--- src/hw/rtl/bcrc_pkg.sv ---
package bcrc_pkg;

    localparam int CRC_W        = 32;
    localparam int BYTE_W       = 8;
    localparam int TRAILER_LEN  = 5;
    localparam int IDX_W        = $clog2(TRAILER_LEN);

    localparam logic [CRC_W-1:0] CRC_POLY   = 32'h82f6_3b78;
    localparam logic [CRC_W-1:0] MASK_DELTA = 32'ha282_ead8;
    localparam logic [CRC_W-1:0] CRC_INIT   = 32'hffff_ffff;
    localparam int               ROT_RIGHT  = 15;
    localparam int               ROT_LEFT   = 17;

    localparam logic [IDX_W-1:0] LAST_IDX = IDX_W'(TRAILER_LEN - 1);

    typedef enum logic
    {
        MODE_GEN   = 1'b0,
        MODE_CHECK = 1'b1
    } mode_t;

    typedef enum logic [1:0]
    {
        STATUS_OK       = 2'd0,
        STATUS_BAD_COMP = 2'd1,
        STATUS_MISMATCH = 2'd2
    } status_t;

    typedef enum logic
    {
        KIND_BYTE    = 1'b0,
        KIND_VERDICT = 1'b1
    } kind_t;

    // one burst of results handed to the output stage
    typedef struct packed
    {
        kind_t              kind;
        logic [CRC_W-1:0]   crc;
        status_t            status;
    } bcrc_load_t;

    // reflected CRC32C, one byte
    function automatic logic [CRC_W-1:0] crc_fold(input logic [CRC_W-1:0] acc,
                                                  input logic [BYTE_W-1:0] b);
        logic [CRC_W-1:0] c;
        c = acc ^ {{(CRC_W-BYTE_W){1'b0}}, b};
        for (int k = 0; k < BYTE_W; k++)
        begin
            c = (c >> 1) ^ (CRC_POLY & {CRC_W{c[0]}});
        end
        return c;
    endfunction

    function automatic logic [CRC_W-1:0] crc_mask(input logic [CRC_W-1:0] c);
        logic [CRC_W-1:0] r;
        r = (c >> ROT_RIGHT) | (c << ROT_LEFT);
        return r + MASK_DELTA;
    endfunction

endpackage

--- src/hw/rtl/bcrc_out.sv ---
module bcrc_out
    import bcrc_pkg::*;
(
    input  logic                clk,
    input  logic                rst_n,
    input  logic                load,
    input  bcrc_load_t          load_data,
    output logic                can_load,
    output logic                out_valid,
    input  logic                out_ready,
    output logic [BYTE_W-1:0]   out_byte,
    output logic [CRC_W-1:0]    masked_crc,
    output logic [1:0]          check_status,
    output logic                result_kind,
    output logic                is_last
);

    logic               valid_reg;
    logic [IDX_W-1:0]   idx_reg;
    kind_t              kind_reg;
    logic [CRC_W-1:0]   crc_reg;
    status_t            status_reg;
    logic               last_w;

    assign last_w   = (kind_reg == KIND_VERDICT) || (idx_reg == LAST_IDX);
    assign can_load = !valid_reg || (out_ready && last_w);

    always_ff @(posedge clk or negedge rst_n)
    begin
        if (!rst_n)
        begin
            valid_reg <= 1'b0;
            idx_reg   <= '0;
        end
        else if (load)
        begin
            valid_reg <= 1'b1;
            idx_reg   <= '0;
        end
        else if (valid_reg && out_ready)
        begin
            // advance through the trailer bytes, drop after the last one
            if (last_w)
                valid_reg <= 1'b0;
            else
                idx_reg <= idx_reg + IDX_W'(1);
        end
    end

    always_ff @(posedge clk)
    begin
        if (load)
        begin
            kind_reg   <= load_data.kind;
            crc_reg    <= load_data.crc;
            status_reg <= load_data.status;
        end
    end

    always_comb
    begin
        out_byte = '0;
        if (kind_reg == KIND_BYTE)
        begin
            unique case (idx_reg)
                3'd1:    out_byte = crc_reg[7:0];
                3'd2:    out_byte = crc_reg[15:8];
                3'd3:    out_byte = crc_reg[23:16];
                3'd4:    out_byte = crc_reg[31:24];
                default: out_byte = '0;
            endcase
        end
    end

    assign out_valid    = valid_reg;
    assign masked_crc   = crc_reg;
    assign check_status = status_reg;
    assign result_kind  = kind_reg;
    assign is_last      = last_w;

    a_load_when_free: assert property (@(posedge clk) disable iff (!rst_n)
        load |-> can_load)
        else $error("result loaded while a burst is still pending");

    a_verdict_single: assert property (@(posedge clk) disable iff (!rst_n)
        valid_reg && (kind_reg == KIND_VERDICT) |-> is_last)
        else $error("verdict not marked last");

    a_idx_range: assert property (@(posedge clk) disable iff (!rst_n)
        valid_reg |-> (idx_reg <= LAST_IDX))
        else $error("trailer byte index out of range");

    a_drain: assert property (@(posedge clk) disable iff (!rst_n)
        valid_reg && out_ready && last_w && !load |=> !valid_reg)
        else $error("output still valid after last result taken");

endmodule

--- src/hw/rtl/block_trailer_crc32c_masked.sv ---
// Latency: a closing item's first result is valid the cycle after it is accepted.
// Throughput: one body byte per cycle while input ready is high; a generate close yields five
// trailer bytes and a check trailer yields one verdict, both sent out by the output stage.
// Input ready drops while a result burst is pending, except as its last item leaves.
// Reset (rst_n, async, active low) sets the CRC to all ones, clears trailer
// progress and selects generate mode.
module block_trailer_crc32c_masked
    import bcrc_pkg::*;
(
    input  logic                clk,
    input  logic                rst_n,
    input  logic                cfg_valid,
    output logic                cfg_ready,
    input  logic                cfg_data,
    input  logic                in_valid,
    output logic                in_ready,
    input  logic [BYTE_W-1:0]   data_byte,
    input  logic                is_trailer,
    output logic                out_valid,
    input  logic                out_ready,
    output logic [BYTE_W-1:0]   out_byte,
    output logic [CRC_W-1:0]    masked_crc,
    output logic [1:0]          check_status,
    output logic                result_kind,
    output logic                is_last
);

    mode_t              mode_reg;
    logic [CRC_W-1:0]   crc_acc_reg,  crc_acc_next;
    logic [2:0]         pos_reg,      pos_next;
    logic [CRC_W-1:0]   stored_reg,   stored_next;
    logic               bad_reg,      bad_next;

    logic               in_acc;
    logic               load;
    bcrc_load_t         load_data;
    logic               can_load;
    logic [CRC_W-1:0]   fold_data;
    logic [CRC_W-1:0]   fold_zero;
    logic [CRC_W-1:0]   stored_full;
    logic [CRC_W-1:0]   check_crc;
    logic [4:0]         shamt;

    assign cfg_ready = 1'b1;
    assign in_ready  = can_load;
    assign in_acc    = in_valid && in_ready;

    assign fold_data   = crc_fold(crc_acc_reg, data_byte);
    assign fold_zero   = crc_fold(crc_acc_reg, '0);
    assign shamt       = {pos_reg[1:0] - 2'd1, 3'b000};
    assign stored_full = stored_reg | {data_byte, {(CRC_W-BYTE_W){1'b0}}};
    assign check_crc   = crc_mask(~crc_acc_reg);

    always_ff @(posedge clk or negedge rst_n)
    begin
        if (!rst_n)
            mode_reg <= MODE_GEN;
        else if (cfg_valid && cfg_ready)
            mode_reg <= mode_t'(cfg_data);
    end

    always_comb
    begin
        crc_acc_next     = crc_acc_reg;
        pos_next         = pos_reg;
        stored_next      = stored_reg;
        bad_next         = bad_reg;
        load             = 1'b0;
        load_data.kind   = KIND_BYTE;
        load_data.crc    = crc_mask(~fold_zero);
        load_data.status = STATUS_OK;

        if (in_acc)
        begin
            priority if (!is_trailer)
            begin
                crc_acc_next = fold_data;
            end
            else if (mode_reg == MODE_GEN)
            begin
                // fold compression byte zero, emit five trailer bytes, restart
                load         = 1'b1;
                crc_acc_next = CRC_INIT;
                pos_next     = '0;
                stored_next  = '0;
                bad_next     = 1'b0;
            end
            else if (pos_reg == 3'd0)
            begin
                bad_next     = (data_byte != '0);
                crc_acc_next = fold_data;
                pos_next     = 3'd1;
            end
            else if (pos_reg < 3'd4)
            begin
                stored_next = stored_reg | ({{(CRC_W-BYTE_W){1'b0}}, data_byte} << shamt);
                pos_next    = pos_reg + 3'd1;
            end
            else
            begin
                load           = 1'b1;
                load_data.kind = KIND_VERDICT;
                load_data.crc  = check_crc;
                if (bad_reg)
                    load_data.status = STATUS_BAD_COMP;
                else if (stored_full != check_crc)
                    load_data.status = STATUS_MISMATCH;
                else
                    load_data.status = STATUS_OK;
                crc_acc_next = CRC_INIT;
                pos_next     = '0;
                stored_next  = '0;
                bad_next     = 1'b0;
            end
        end
    end

    always_ff @(posedge clk or negedge rst_n)
    begin
        if (!rst_n)
        begin
            crc_acc_reg <= CRC_INIT;
            pos_reg     <= '0;
            stored_reg  <= '0;
            bad_reg     <= 1'b0;
        end
        else
        begin
            crc_acc_reg <= crc_acc_next;
            pos_reg     <= pos_next;
            stored_reg  <= stored_next;
            bad_reg     <= bad_next;
        end
    end

    bcrc_out u_out
    (
        .clk          (clk),
        .rst_n        (rst_n),
        .load         (load),
        .load_data    (load_data),
        .can_load     (can_load),
        .out_valid    (out_valid),
        .out_ready    (out_ready),
        .out_byte     (out_byte),
        .masked_crc   (masked_crc),
        .check_status (check_status),
        .result_kind  (result_kind),
        .is_last      (is_last)
    );

endmodule
--- config.mk ---
export PLATFORM = sky130hd
export DESIGN_NAME = block_trailer_crc32c_masked
export DESIGN_NICKNAME = d
export VERILOG_FILES = /design/src/hw/rtl/bcrc_pkg.sv /design/src/hw/rtl/bcrc_out.sv /design/src/hw/rtl/block_trailer_crc32c_masked.sv
export SDC_FILE = /design/constraint.sdc
export NUM_CORES = 1
export LEC_CHECK = 0
export BUFFER_PORTS_ARGS = -buffer_cell sky130_fd_sc_hd__buf_2
export CAP_MARGIN = 20
export CORE_UTILIZATION = 56
export CTS_CLUSTER_SIZE = 24
export DETAILED_ROUTE_END_ITERATION = 10
export PLACE_DENSITY = 0.82
export SLEW_MARGIN = 20
export SYNTH_ARGS = -nofsm -noshare
export SYNTH_HDL_FRONTEND = slang
export SYNTH_SLANG_ARGS = --single-unit
--- constraint.sdc ---
create_clock -name clk -period 3.27 [get_ports clk]
set_clock_uncertainty 0.15 [all_clocks]
set_input_delay 0.4905 -clock clk [delete_from_list [all_inputs] [get_ports clk]]
set_output_delay 0.4905 -clock clk [all_outputs]
set_load 0.02 [all_outputs]
==> metrics.txt <==
status=finished, final reports clean; RSZ-0062 raised after global routing=yes; CTS buffer count=9; r2r endpoint=u_out.check_status[1]; CP Depth=10; global-route usage over all layers=34.2%; Avg Cell Area, Syn=9.37 sq um; Final Hold Vio Count=0; top cell family by delay on the critical path=simple AND/OR/NAND/NOR gates; number of enable flip-flop cells after synthesis=35; fraction of registers with async set or reset after synthesis=approximately two thirds; Placer Congestion=about 1.0; Worst Path Buf+Inv=2; IO Port Bufs=60; first-pass GRT wire length=roughly 37000 microns; WL met3=approximately 2200 microns; vias per cell=between 6 and 7; Reg-to-Reg Start=crc_acc_reg[0]; CP Class=reg2reg; n_diodes=0; Startpoint Class=flip-flop; commonest non-fill, non-tap cell in the layout=xnor2_1; layout cells sized above 1=between 20% and 30%; max layer used=met5; Vias=7159; CP Launch Point=crc_acc_reg[0]; global route overflow=0; Sinks on Clock Net=roughly 110; max-slew violation count=0; WL met2=around 11000 microns; Detail Route Antenna Nets=0; Arrival @ worst endpoint=between 3 and 4 ns; core area=14000 sq um; Post-Synthesis Cells=863; final setup fails=0; hold buffer count at CTS=0; clk root buf=clkbuf_16; Top FF cell, synth=dfrtp_1; routed length per placed instance=about 22 microns; critical path's most frequent cell=nor4_2; Worst path slowest cell=dfstp_2; num rows=between 40 and 50; fin worst setup slack=a little over 0.02 ns; fin nets=approximately 1000; fmax=between 300 and 400 MHz; commonest non-fill, non-tap cells in the layout=145 x xnor2_1, 110 x buf_4, 100 x nor2_1; die height=between 100 and 150 microns; Clock Latency Late Sink=0.37 ns; Routed WL=between 20000 and 30000 microns; initial antenna violation count=2; DRT Pass-1 Iters=5; worst setup path endpoint=u_out.check_status[1]; Crit Path Max Fanout=13; Die X=between 100 and 150 microns; Reg clk slew, reported paths=about 0.080 ns; worst rel slew slack=a little over a quarter; Seq/Total Area, Yosys=a little over a third; actual slew at the worst max-slew pin=about 1.1 ns; worst path cell trace=buf_12 > buf_4 > nand3_1 > o21ai_4 > nor4b_1 > or4b_1 > nor4_2 > nand4_1 > nor4_2 > a311oi_1; Max-cap violations=0; Post-Route M1 WL=~10000 microns; worst-case reg-to-reg path depth=10; Worst path max stage delay=about 0.56 ns; Post-route DRC=0; 1st-iter DRT viols=roughly 800; worst min path class=in2async; clock buffer depth=2; Synth area leader=xnor2_1; syn_nets=886; DP HPWL=between 15000 and 20000 microns; Tcrit/Tclk final=about 99%; vias in the first global route=roughly 6700; Initial Util=between 50% and 60%; synthesis-to-finish area growth=21.3%; minimum clock period=between 3 and 4 ns; top area cells in the synthesized netlist=xnor2_1 16%, edfxtp_1 13%, dfrtp_1 13%, dfstp_2 10%, xor2_1 6.9%; yosys warns=0; IO Count=62; CTS tree=yes; Yosys cell types=70; worst reg2reg setup slack=approximately 0.020 ns; Yosys reg bits=around 110; largest net degree at the start of global routing=between 70 and 80; area fraction of the dominant cell type after synthesis=between 10% and 20%; Syn Std Cell Area=around 8000 sq um; total die area=between 10000 and 15000 sq um; Worst Path Required=3.22 ns; crit end category=flip-flop; Setup WS pre-CTS=-0.130 ns; H-tree depth=3
==> how the worst min path moves through the flow <==
stage                         from        endpoint  slack (ns)  cells after the start
floorplan                    rst_n         bad_reg        0.04                      0
global placement    stored_reg[27]  stored_reg[27]        0.33                      2
detailed placement  stored_reg[27]  stored_reg[27]        0.34                      2
CTS                          rst_n  stored_reg[18]        0.16                      1
global route                 rst_n   stored_reg[4]        0.21                      1
finish                       rst_n   stored_reg[4]        0.14                      1
==> worst reg2reg max path: stages, from the launching register on <==
cell and delay (ns):
dfstp_2 0.56, buf_12 0.16, buf_4 0.24, nand3_1 0.15
o21ai_4 0.23, nor4b_1 0.08, or4b_1 0.53, nor4_2 0.29
nand4_1 0.16, nor4_2 0.29, a311oi_1 0.15
==> Yosys cell counts (14+ instances only) <==
master / number
xnor2_1: 149
nor2_1: 108
a21oi_1: 74
xor2_1: 64
clkbuf_1: 46
nand2_1: 46
dfrtp_1: 41
edfxtp_1: 35
dfstp_2: 32
o21ai_0: 28
o22a_1: 18
a31oi_1: 14
==> logic make-up (layout without fill, tap and decap cells) <==
kind of cell | Yosys count | after routing | synth area share [%]
compound gates | 198 | 198 | 16.2
xor+xnor | 234 | 234 | 28.8
fa+ha+maj | 8 | 8 | 1.24
buf+inv | 81 | 204 | 4.18
flops | 108 | 108 | 36.1
mux | 6 | 6 | 0.758
other cells | 1 | 1 | 0.0464
simple gates | 227 | 227 | 12.7
==> final cells by class <==
class,instances,area (sq um)
Inverter,12,48.8
Timing Repair inverter,1,7.51
Clock inverter,6,72.6
Timing Repair Buffer,175,1220
Clock buffer,10,229
Tap cell,180,225
Multi-Input combinational cell,674,5080
Sequential cell,108,2920
Fill cell,1047,4180
==> per-stage QoR <==
step / TNS, ns / hold slack (ns) / area [sq um] / instances / utilization, %
after detailed placement: -0.232 / 0.339 / 9200 / 1139 / 65.8
after CTS: -0.0118 / 0.164 / 9550 / 1157 / 68.3
final: 0 / 0.141 / 9810 / 1166 / 70.1
after floorplan: -0.0325 / 0.0449 / 8120 / 863 / -
after global routing: -0.343 / 0.214 / 9810 / 1166 / 70.1
after global placement: -0.0966 / 0.327 / 9200 / 1139 / 65.8
==> layer usage <==
layer | up-vias | track usage [%]
met3 | 113 | 8.05
met5 | - | 0
met4 | 4 | 17.8
met2 | 419 | 54.0
met1 | 3409 | 43.6
li1 | 3214 | -
==> timing repair <==
item                       CTS  global route
gates resized for setup      8            41
gates cloned                 0             1
buffers inserted             2             8
setup endpoints to repair    7            37
pin swaps                    2            14
Power is left out: the tool's default activity adds up to more than one toggle a clock period on the data nets, which glitch-free logic cannot reach.
